$ cat config.mk
export PLATFORM = sky130hd
export DESIGN_NAME = periodic_and_timeout_timer_bank
export DESIGN_NICKNAME = d
export VERILOG_FILES = /design/src/rtl/ptb_pkg.sv /design/src/rtl/ptb_out_stage.sv /design/src/rtl/periodic_and_timeout_timer_bank.sv
export SDC_FILE = /design/constraint.sdc
export NUM_CORES = 1
export LEC_CHECK = 0
export BUFFER_PORTS_ARGS = -buffer_cell sky130_fd_sc_hd__clkbuf_2
export CAP_MARGIN = 40
export CORE_ASPECT_RATIO = 0.75
export CORE_MARGIN = 2
export CORE_UTILIZATION = 40
export CTS_CLUSTER_SIZE = 12
export DETAILED_ROUTE_END_ITERATION = 10
export SETUP_SLACK_MARGIN = 0.4
export SYNTH_ARGS = -nofsm -noshare
export SYNTH_HDL_FRONTEND = slang
export SYNTH_SLANG_ARGS = --single-unit
$ cat constraint.sdc
create_clock -name clk -period 5.3 [get_ports clk]
set_input_delay 1.06 -clock clk [delete_from_list [all_inputs] [get_ports clk]]
set_output_delay 1.06 -clock clk [all_outputs]
set_load 0.005 [all_outputs]
$ cat src/rtl/ptb_pkg.sv
// ----------------------------------------------------------------------------
// ptb_pkg
// Shared types and codes for the periodic and timeout timer bank.
// ----------------------------------------------------------------------------
package ptb_pkg;

  localparam int OPCODE_W = 3;
  localparam int INDEX_W  = 3;
  localparam int LOAD_W   = 16;
  localparam int IN_TDATA_W  = 24;
  localparam int OUT_TDATA_W = 8;

  typedef enum logic [OPCODE_W-1:0] {
    OP_TICK  = 3'd0,
    OP_START = 3'd1,
    OP_STOP  = 3'd2,
    OP_CLEAR = 3'd3,
    OP_LOAD  = 3'd4,
    OP_QUERY = 3'd5
  } op_t;

  typedef enum logic [2:0] {
    S_IDLE = 3'b001,
    S_TICK = 3'b010,
    S_RESP = 3'b100
  } state_t;

  typedef struct packed {
    logic timeout_expired;
    logic periodic_done;
  } result_t;

endpackage

$ cat src/rtl/ptb_out_stage.sv
// ----------------------------------------------------------------------------
// ptb_out_stage
// Output register of the timer bank: holds one result until the sink takes it.
// ----------------------------------------------------------------------------
module ptb_out_stage
  import ptb_pkg::*;
(
  input  logic                   clk,
  input  logic                   rst,
  input  logic                   load,
  input  result_t                result,
  output logic                   free,
  output logic                   m_tvalid,
  input  logic                   m_tready,
  output logic [OUT_TDATA_W-1:0] m_tdata   // [0] periodic_done, [1] timeout_expired
);

  result_t held;

  // the register can take a new result when empty or drained this cycle
  assign free = !m_tvalid || m_tready;

  always_ff @(posedge clk) begin
    if (rst) begin
      m_tvalid <= 1'b0;
    end else if (load) begin
      m_tvalid <= 1'b1;
    end else if (m_tready) begin
      m_tvalid <= 1'b0;
    end
  end

  always_ff @(posedge clk) begin
    if (load) begin
      held <= result;
    end
  end

  assign m_tdata = {{(OUT_TDATA_W-2){1'b0}}, held.timeout_expired, held.periodic_done};

endmodule

$ cat src/rtl/periodic_and_timeout_timer_bank.sv
// ----------------------------------------------------------------------------
// periodic_and_timeout_timer_bank
// Bank of periodic counters and one-shot timeout counters kept in two
// simple dual-port synchronous memories, updated by a read-modify-write walk.
// ----------------------------------------------------------------------------
// sequence: a non-tick transaction goes straight to the response state; a tick
//   walks both memories one entry per cycle, waits for the last write-back, then
//   responds; the result is registered in the output stage once that stage is free
// throughput: one transaction at a time; the next one is taken the cycle
//   after the previous result is registered, even while that result waits
// reset: control state and the per-entry active, done and nonzero bits clear
//   at once; memory contents are only read behind those bits, so no sweep
module periodic_and_timeout_timer_bank
  import ptb_pkg::*;
#(
  parameter int NUM_PERIODIC = 8,
  parameter int NUM_TIMEOUT  = 8,
  parameter int COUNT_WIDTH  = 16
) (
  input  logic                   clk,
  input  logic                   rst,
  input  logic                   s_tvalid,
  output logic                   s_tready,
  input  logic [IN_TDATA_W-1:0]  s_tdata,   // [2:0] opcode, [5:3] entry_index, [21:6] load_value
  output logic                   m_tvalid,
  input  logic                   m_tready,
  output logic [OUT_TDATA_W-1:0] m_tdata    // [0] periodic_done, [1] timeout_expired
);

  localparam int NMAX  = (NUM_PERIODIC > NUM_TIMEOUT) ? NUM_PERIODIC : NUM_TIMEOUT;
  localparam int NP_AW = (NUM_PERIODIC > 1) ? $clog2(NUM_PERIODIC) : 1;
  localparam int NT_AW = (NUM_TIMEOUT > 1) ? $clog2(NUM_TIMEOUT) : 1;
  localparam int CNT_W = $clog2(NMAX + 1);
  localparam int CW    = COUNT_WIDTH;

  // input fields
  logic [OPCODE_W-1:0] opcode;
  logic [INDEX_W-1:0]  entry_index;
  logic [LOAD_W-1:0]   load_value;
  logic [CW-1:0]       val;
  logic                p_ok;
  logic                t_ok;
  logic [NP_AW-1:0]    pidx;
  logic [NT_AW-1:0]    tidx;
  logic                accept;

  assign opcode      = s_tdata[2:0];
  assign entry_index = s_tdata[5:3];
  assign load_value  = s_tdata[21:6];
  assign val         = CW'(load_value);
  assign p_ok        = 32'(entry_index) < NUM_PERIODIC;
  assign t_ok        = 32'(entry_index) < NUM_TIMEOUT;
  assign pidx        = NP_AW'(entry_index);
  assign tidx        = NT_AW'(entry_index);

  state_t state;
  assign s_tready = (state == S_IDLE);
  assign accept   = s_tvalid && s_tready;

  // per-entry bits
  logic [NUM_PERIODIC-1:0] active;
  logic [NUM_PERIODIC-1:0] flag;
  logic [NUM_TIMEOUT-1:0]  nonzero;

  // held request for the result
  logic             pok_q;
  logic             tok_q;
  logic [NP_AW-1:0] pidx_q;
  logic [NT_AW-1:0] tidx_q;

  // walk counter and read stage
  logic [CNT_W-1:0] cnt;
  logic [CNT_W-1:0] p1_idx;
  logic             p1_pv;
  logic             p1_tv;
  logic             walk_on;
  logic             p_rd;
  logic             t_rd;
  logic [NP_AW-1:0] p_rd_addr;
  logic [NT_AW-1:0] t_rd_addr;
  logic [NP_AW-1:0] p1_paddr;
  logic [NT_AW-1:0] p1_taddr;

  assign walk_on   = (state == S_TICK) && (cnt != CNT_W'(NMAX));
  assign p_rd_addr = cnt[NP_AW-1:0];
  assign t_rd_addr = cnt[NT_AW-1:0];
  assign p_rd      = walk_on && (32'(cnt) < NUM_PERIODIC) && active[p_rd_addr];
  assign t_rd      = walk_on && (32'(cnt) < NUM_TIMEOUT) && nonzero[t_rd_addr];
  assign p1_paddr  = p1_idx[NP_AW-1:0];
  assign p1_taddr  = p1_idx[NT_AW-1:0];

  // memories: periodic holds {reload, count}, timeout holds count
  logic [2*CW-1:0] pmem [NUM_PERIODIC];
  logic [CW-1:0]   tmem [NUM_TIMEOUT];
  logic [2*CW-1:0] pmem_rdata;
  logic [CW-1:0]   tmem_rdata;

  logic             pm_we;
  logic [NP_AW-1:0] pm_addr;
  logic [2*CW-1:0]  pm_wdata;
  logic             tm_we;
  logic [NT_AW-1:0] tm_addr;
  logic [CW-1:0]    tm_wdata;

  logic [CW-1:0] p_count;
  logic [CW-1:0] p_reload;
  logic [CW-1:0] p_dec;
  logic          p_wrap;
  logic [CW-1:0] t_dec;

  assign p_count  = pmem_rdata[CW-1:0];
  assign p_reload = pmem_rdata[2*CW-1:CW];
  assign p_dec    = p_count - CW'(1);
  assign p_wrap   = (p_dec == '0);
  assign t_dec    = tmem_rdata - CW'(1);

  always_comb begin
    pm_we    = 1'b0;
    pm_addr  = p1_paddr;
    pm_wdata = '0;
    tm_we    = 1'b0;
    tm_addr  = p1_taddr;
    tm_wdata = '0;
    if (accept && (opcode == OP_START) && p_ok) begin
      pm_we    = 1'b1;
      pm_addr  = pidx;
      pm_wdata = {val, val};
    end else if (p1_pv) begin
      pm_we    = 1'b1;
      pm_wdata = p_wrap ? {p_reload, p_reload} : {p_reload, p_dec};
    end
    if (accept && (opcode == OP_LOAD) && t_ok) begin
      tm_we    = 1'b1;
      tm_addr  = tidx;
      tm_wdata = val;
    end else if (p1_tv) begin
      tm_we    = 1'b1;
      tm_wdata = t_dec;
    end
  end

  always_ff @(posedge clk) begin
    if (pm_we) begin
      pmem[pm_addr] <= pm_wdata;
    end
    if (p_rd) begin
      pmem_rdata <= pmem[p_rd_addr];
    end
  end

  always_ff @(posedge clk) begin
    if (tm_we) begin
      tmem[tm_addr] <= tm_wdata;
    end
    if (t_rd) begin
      tmem_rdata <= tmem[t_rd_addr];
    end
  end

  // output register
  logic    out_free;
  logic    out_load;
  result_t result;

  assign out_load               = (state == S_RESP) && out_free;
  assign result.periodic_done   = pok_q && flag[pidx_q];
  assign result.timeout_expired = tok_q && !nonzero[tidx_q];

  ptb_out_stage u_out (
    .clk      (clk),
    .rst      (rst),
    .load     (out_load),
    .result   (result),
    .free     (out_free),
    .m_tvalid (m_tvalid),
    .m_tready (m_tready),
    .m_tdata  (m_tdata)
  );

  // sequencer
  always_ff @(posedge clk) begin
    if (rst) begin
      state <= S_IDLE;
      cnt   <= '0;
      p1_pv <= 1'b0;
      p1_tv <= 1'b0;
    end else begin
      p1_pv <= p_rd;
      p1_tv <= t_rd;
      case (state)
        S_IDLE: begin
          if (accept) begin
            cnt   <= '0;
            state <= (opcode == OP_TICK) ? S_TICK : S_RESP;
          end
        end
        S_TICK: begin
          if (walk_on) begin
            cnt <= cnt + CNT_W'(1);
          end else if (!p1_pv && !p1_tv) begin
            state <= S_RESP;
          end
        end
        S_RESP: begin
          if (out_free) begin
            state <= S_IDLE;
          end
        end
        default: begin
          state <= S_IDLE;
        end
      endcase
    end
  end

  always_ff @(posedge clk) begin
    p1_idx <= cnt;
    if (accept) begin
      pok_q  <= p_ok;
      tok_q  <= t_ok;
      pidx_q <= pidx;
      tidx_q <= tidx;
    end
  end

  // per-entry bits: single-entry ops on acceptance, counter updates from the walk
  always_ff @(posedge clk) begin
    if (rst) begin
      active  <= '0;
      flag    <= '0;
      nonzero <= '0;
    end else begin
      if (accept && p_ok) begin
        case (opcode)
          OP_START: begin
            active[pidx] <= 1'b1;
            flag[pidx]   <= 1'b0;
          end
          OP_STOP: begin
            active[pidx] <= 1'b0;
          end
          OP_CLEAR: begin
            flag[pidx] <= 1'b0;
          end
          default: begin
          end
        endcase
      end
      if (accept && t_ok && (opcode == OP_LOAD)) begin
        nonzero[tidx] <= (val != '0);
      end
      if (p1_pv && p_wrap) begin
        flag[p1_paddr] <= 1'b1;
      end
      if (p1_tv) begin
        nonzero[p1_taddr] <= (t_dec != '0);
      end
    end
  end

endmodule
# Yosys cells after proc, flatten, opt, wreduce, memory -nomap -nowiden

Memory sizes are Yosys's and may differ from the RTL's. A register that Yosys moved wholly into a read port is not among the register bits.
Cells that the tools add are included.

Register bits: 42
Memory bits (writable): 384
Input port bits: 28
Output and inout bits: 10
Word-level logic and storage cells: 118
Memories kept: 2

Memory list:

| name | words | width | read ports | clocked after memory_dff | wr ports | RTL line                              | RTL |
|---|---|---|---|---|---|---|---|
| pmem | 8     | 32    | 1          | 1                        | 1        | periodic_and_timeout_timer_bank.sv:93 | `logic [2*CW-1:0] pmem [NUM_PERIODIC];` |
| tmem | 8     | 16    | 1          | 1                        | 1        | periodic_and_timeout_timer_bank.sv:94 | `logic [CW-1:0] tmem [NUM_TIMEOUT];` |

Add/subtract/negate cells: 3
Order comparisons: 7
Eq/ne operators: 13
Mux-type cells: 48
Bitwise logic cells: 5
Reduce and logical (&&, ||, !) cells: 28

Operators with widths:

| kind                                                                                | count |
|---|---|
| 32-bit 2-to-1 mux                                                                   | 2 |
| 8-bit 2-to-1 mux                                                                    | 7 |
| 16-bit 2-to-1 mux                                                                   | 3 |
| 16-bit nonzero test                                                                 | 2 |
| 16-bit by 1-bit subtractor with 16-bit output, second input constant                | 2 |
| 3-bit 2-to-1 mux                                                                    | 7 |
| 8-bit bitwise AND                                                                   | 2 |
| 8-bit bitwise mux                                                                   | 2 |
| 16-bit logical NOT                                                                  | 1 |
| 3-bit by 4-bit less-than comparator with 1-bit output, second input constant        | 4 |
| 1-bit 2-to-1 mux                                                                    | 16 |
| 8-bit bitwise OR                                                                    | 2 |
| 8-bit case mux with 2 select lines                                                  | 1 |
| 1-bit binary-select mux with 3-bit select                                           | 4 |
| 1-bit logical AND                                                                   | 12 |
| 3-bit by 2-bit == test with 1-bit output, second input constant                     | 3 |
| 3-bit case mux with 3 select lines                                                  | 1 |
| 4-bit 2-to-1 mux                                                                    | 2 |
| 8-bit NOT                                                                           | 1 |
| 4-bit case mux with 2 select lines                                                  | 1 |
| 1-bit demux with 3-bit select                                                       | 2 |
| 3-bit by 1-bit == test with 1-bit output, second input constant                     | 2 |
| 3-bit == test, second input constant                                                | 2 |
| 3-bit by 1-bit greater-or-equal comparator with 1-bit output, second input constant | 2 |
| other kinds (13)                                                                    | 21 |

# Logic depth before layout (Yosys ltp)

Word-level depth: 11
Gate-level depth with buffers: 11
Mapped depth without buffers: 8

# Hierarchy

Synthesis repeated with hierarchy kept, for this count alone.

Cell total of the unflattened synthesis: 1,132
Area, all modules: 19,617.6 um^2

By module, submodules not included:

| module                          | times used | cells each | area an instance (um^2) | seq. area each (um^2) |
|---|---|---|---|---|
| periodic_and_timeout_timer_bank | 1          | 1,119      | 19,462.4                | 13,783.2 |
| ptb_out_stage                   | 1          | 13         | 155.1                   | 80.1 |

# Least setup slack after synthesis

OpenSTA, ideal clock, no wires.

Path kind: input to register
Start point: in s_tvalid
End point: mem pmem[3][0] (netlist name), enable pin
Arrival time: 3,780 ps
Data required time: 4,879 ps
Path slack: 1,099 ps
Stages: 8
Cells stage by stage: nand4bb_1 -> clkbuf_1 -> inv_2 -> nand3b_1 -> nor2_1 -> clkbuf_1 -> a31oi_1 -> nor2_1

Word-level cells in the longest chain between the ends: 5
Elaborated cells on any way between the ends: 6

Ends and longest elaborated chain:

| item                                   | RTL line                               | RTL |
|---|---|---|
| start: declaration                     | periodic_and_timeout_timer_bank.sv:22  | `input logic s_tvalid,` |
| 1-bit logical AND *                    | periodic_and_timeout_timer_bank.sv:58  | `assign accept = s_tvalid && s_tready;` |
| via accept                             | periodic_and_timeout_timer_bank.sv:45  | `logic accept;` |
| 1-bit logical AND *                    | periodic_and_timeout_timer_bank.sv:124 | `if (accept && (opcode == OP_START) && p_ok) begin` |
| 1-bit 2-to-1 mux                       | periodic_and_timeout_timer_bank.sv:124 |  |
| 1-bit 2-to-1 mux                       | periodic_and_timeout_timer_bank.sv:143 | `if (pm_we) begin` |
| 1-bit 2-to-1 mux (implied by the code) | periodic_and_timeout_timer_bank.sv:144 | `pmem[pm_addr] <= pm_wdata;` |
| end: declaration                       | periodic_and_timeout_timer_bank.sv:93  |  |

Mark *: on every way through the listed nets, which the timed path passes. The rest lies on a longest branch.

# Worst setup path in the final report

Start point: in s_tvalid
End point: mem pmem[0][9] (netlist name), enable pin

Same word-level chain as after synthesis.

==> results.md <==
- In the routed design, unresolved DRC markers number 0.
- The die covers 50,900 um^2.
- The post-synthesis cell type with the largest combined area is sky130_fd_sc_hd__edfxtp_1.
- The number of hold buffers added after CTS was 0.
- Across every metal layer, demand over resource in global routing totals 18.0%.
- The TritonCTS clock tree is done.
- The netlist area before placement is 19,600 um^2.
- 38 I/O pins were placed.
- The clock drives 474 sinks.
- The detail route stage leaves a number of antenna-violating nets equal to 0.
- The first global-routing pass estimated 67,700 um of wire.
- Relative to the synthesized area, the layout overhead comes to 12.5%.
- The floorplan row count is 70.
- The slowest stage of the critical path is the sky130_fd_sc_hd__nor2_4 cell.
- The number of global-route vias before repair is 10,576.
- The proportion of synthesized chip area in sequential cells is 70.6%.
- The number of buffers added by the clock tree synthesis step is 46.
- Timing analysis after detailed placement gives a worst setup slack of 1.12 ns.
- In the synthesized netlist the async set-or-reset flop fraction comes to 0%.
- In this run the most used layer during global routing was met2.
- Clock-pin slew was measured on the worst setup and hold paths at 0.06 ns.
- The final worst hold slack is 0.500 ns.
- In the global route stage, met1 resource usage came out at 26.4%.
- The cell chosen for the clock root is sky130_fd_sc_hd__clkbuf_16.
- Synthesis produced 1,111 cells.
- The final period utilization is 68.8%.
- Averaged over all synthesized cells, the footprint is 17.7 um^2.
- The Yosys warning count is 0.
- In this run the horizontal extent of the chip is 260 um.
- The final critical path time including I/O delays and setup is 3.65 ns.
- The largest driver fanout on the critical path is 30.
- The core area is 48,600 um^2.
- The met2 layer usage reported by global route is 28.1%.
- The family with the most delay on the worst path is simple AND/OR/NAND/NOR gates.
- The top-area cell type share of the netlist area is 66.8%.
- For this run, global-route usage on met3 was measured as 3.24%.
- By area the synthesized netlist is led by sky130_fd_sc_hd__edfxtp_1 67%, sky130_fd_sc_hd__mux4_2 12%, sky130_fd_sc_hd__dfxtp_1 3.8%.
- The die height is 196 um.
- The category of the most critical setup path is primary input to flop.
- The final setup violation count is 0.
- Summed over all failing endpoints, the final setup total negative slack is 0 ns.
- The leading cell type by number of instances after synthesis is sky130_fd_sc_hd__edfxtp_1.
- Synthesis instantiated 63 different standard cells from the library.
- The total of cells resized after clock tree synthesis is 0.
- The number of antenna violations at the first check in global routing is 0.
- The endpoint required time on the critical path is 5.54 ns.
- The worst setup path is launched from a primary input.
- The number of hold violations in the final report came to 0.
- Entering global routing, the biggest net connects 69 pins.
- After synthesis the netlist holds a flip-flop and latch count of 474.
- The routed layout has 10,495 vias.
- For this run, the detailed router's first-pass iteration total came to 5.
- The total design power is 0.00704 W.
- The per-cell routed wire length is 24.5 um.
- Derived from the worst setup path, the maximum achievable clock frequency is 274 MHz.
- The number of buffers on the longest clock path is 3.
- The later pin in the worst-skew pair is clocked with a latency of 0.57 ns.
- The signal on the critical path passes through clkbuf_2 > nand4bb_1 > inv_2 > nand3b_1 > nor2_2 > buf_4 > a21oi_1 > nor2_4 > buf_4.
- The routability congestion estimate is 0.873.
- The number of max-slew violations in the final report came to 0.
- The final-stage net count is 1,207.
- The via density per instance is 5.71.
- The H-tree level count is 2.
- Setup repair after global routing left no endpoint under its margin.
- The post-detailed-routing wire length is 45,100 um.
- The total overflow left after global routing is 0.
- The path type of the worst min-delay path is flop to flop.
- The transition time at the pin with the least slew margin is 0.918 ns.
- Counting stages on the worst path, the most repeated cell is sky130_fd_sc_hd__buf_4.
- The count of buffers from port buffering is 29.
- The core occupancy in the finished layout is 45.4%.
- The number of inserted diodes is 0.
- The number of buffers and inverters on the critical path is 4.
- Across the run, the number of max-cap violations was 0.
- On the final layout, the worst clock skew is 0.0236 ns.
- Detailed placement ended at an HPWL of 27,000 um.
- The headroom to the max-slew limit is 38.3%.
- The count of buffers added by post-CTS timing repair for setup is 0.
- The post-route netlist has 27.1% of its cells at a drive strength greater than 1.
- The critical path endpoint category is a flop.
- The initial utilization of the core area, before any placement, comes to 40.4%.
- Across the VDD grid, the largest voltage drop is 0.309 mV.
- The data arrival at the endpoint of the critical path is 3.89 ns.
- The number of flops mapped to enable cells by yosys is 437.
- The final critical-path setup slack is 1.65 ns.
- Counting instances in the post-synthesis netlist gives the leading cell types as 437 x sky130_fd_sc_hd__edfxtp_1, 104 x sky130_fd_sc_hd__mux4_2, 81 x sky130_fd_sc_hd__nand2_1, 50 x sky130_fd_sc_hd__mux2_2, 41 x sky130_fd_sc_hd__clkbuf_1.
- The largest single stage delay on the critical path is 0.52 ns.
- The DRC marker count from the first detailed-route iteration is 1,053.
- The total power per unit cell area is 319 nW/um^2.
- The leakage power of the design is 6.60 nW.
- Among all flip-flop cells after synthesis, the most frequent one is sky130_fd_sc_hd__edfxtp_1.
- The flow ran to the end, and the final reports show no timing, DRC or antenna violations.
[flip-flops by register name (all words and copies together), names as in the netlist, named ones only]
name	flops
pmem	256
tmem	128
pmem_rdata	32
tmem_rdata	16
flag	8
nonzero	8
cnt	4
p1_idx	3
state	3
tidx_q	3
u_out.m_tdata	2
p1_pv	1
p1_tv	1
u_out.m_tvalid	1
[layer usage]
metal / routed length [um] / up-vias
met3: 3270 / 57
met4: 628 / 0
li1: - / 4623
met5: 0 / -
met1: 20200 / 5439
met2: 21000 / 376
[per-stage QoR]
| step | cells | instance area (um^2) |
|---|---|---|
| global route | 1838 | 22100 |
| floorplan | 1116 | 19700 |
| detailed placement | 1769 | 20800 |
| CTS | 1834 | 22100 |
| finish | 1838 | 22100 |
| global placement | 1765 | 20800 |
[worst reg2reg max path: cells and delay by family (launching register included)]
kind / cells / cell delay (ns)
AND/OR/NAND/NOR: 4 / 1.63
buffers and inverters: 3 / 0.99
AO/OA/AOI/OAI: 1 / 0.24
flip-flops: 1 / 0.38
[layout make-up]
class / instances / area (um^2)
sequential: 474 / 13900
multi-input combinational: 570 / 5620
inverter: 13 / 48.8
clock buffer: 59 / 1200
clock inverter: 6 / 46.3
fill: 4170 / 26500
tap: 648 / 811
timing repair buffer: 68 / 493
[power breakdown]
part           leakage [nW]  total (W)  internal, W  switching (W)
Combinational          1.85   0.000116    0.0000311      0.0000848
Clock                 0.605    0.00286      0.00157        0.00129
Sequential             4.15    0.00406      0.00405     0.00000799
[cells by family (layout without fill, tap and decap cells)]
kind of cell,after synthesis,count (layout),share of synthesized area [%]
DFF,474,474,70.6
and+or+nand+nor,236,236,6.29
muxes,163,163,15.3
AOI/OAI and AO/OA,134,134,4.84
buffers and inverters,72,146,1.51
xor gates and xnor gates,25,25,1.11
adders and majority gates,6,6,0.382
other,1,6,0.0191
[worst paths after layout]
check | cells past startpoint | slack, ns | end | startpoint
min reg2reg | 2 | 0.50 | flag[0] | flag[0]
max reg2reg | 8 | 1.75 | pmem[0][9] | state[2]
min | 2 | 0.50 | flag[0] | flag[0]
max | 9 | 1.65 | pmem[0][9] | s_tvalid
[placed cells by master, fill, tap and decap left out, drive strengths merged, types with 9 or more instances in the layout]
cell type	count
or2	11
mux2	50
nand2	81
o31a	9
edfxtp	437
o31ai	9
nor2	34
mux4	104
clkbuf	88
a21oi	26
buf	39
o21ai	34
dfxtp	37
mux2i	9
nor4	18
o211ai	9
xnor2	17
inv	14
nand2b	13
nor3	19
nand3	11
(Power assumes the default switching activity.)
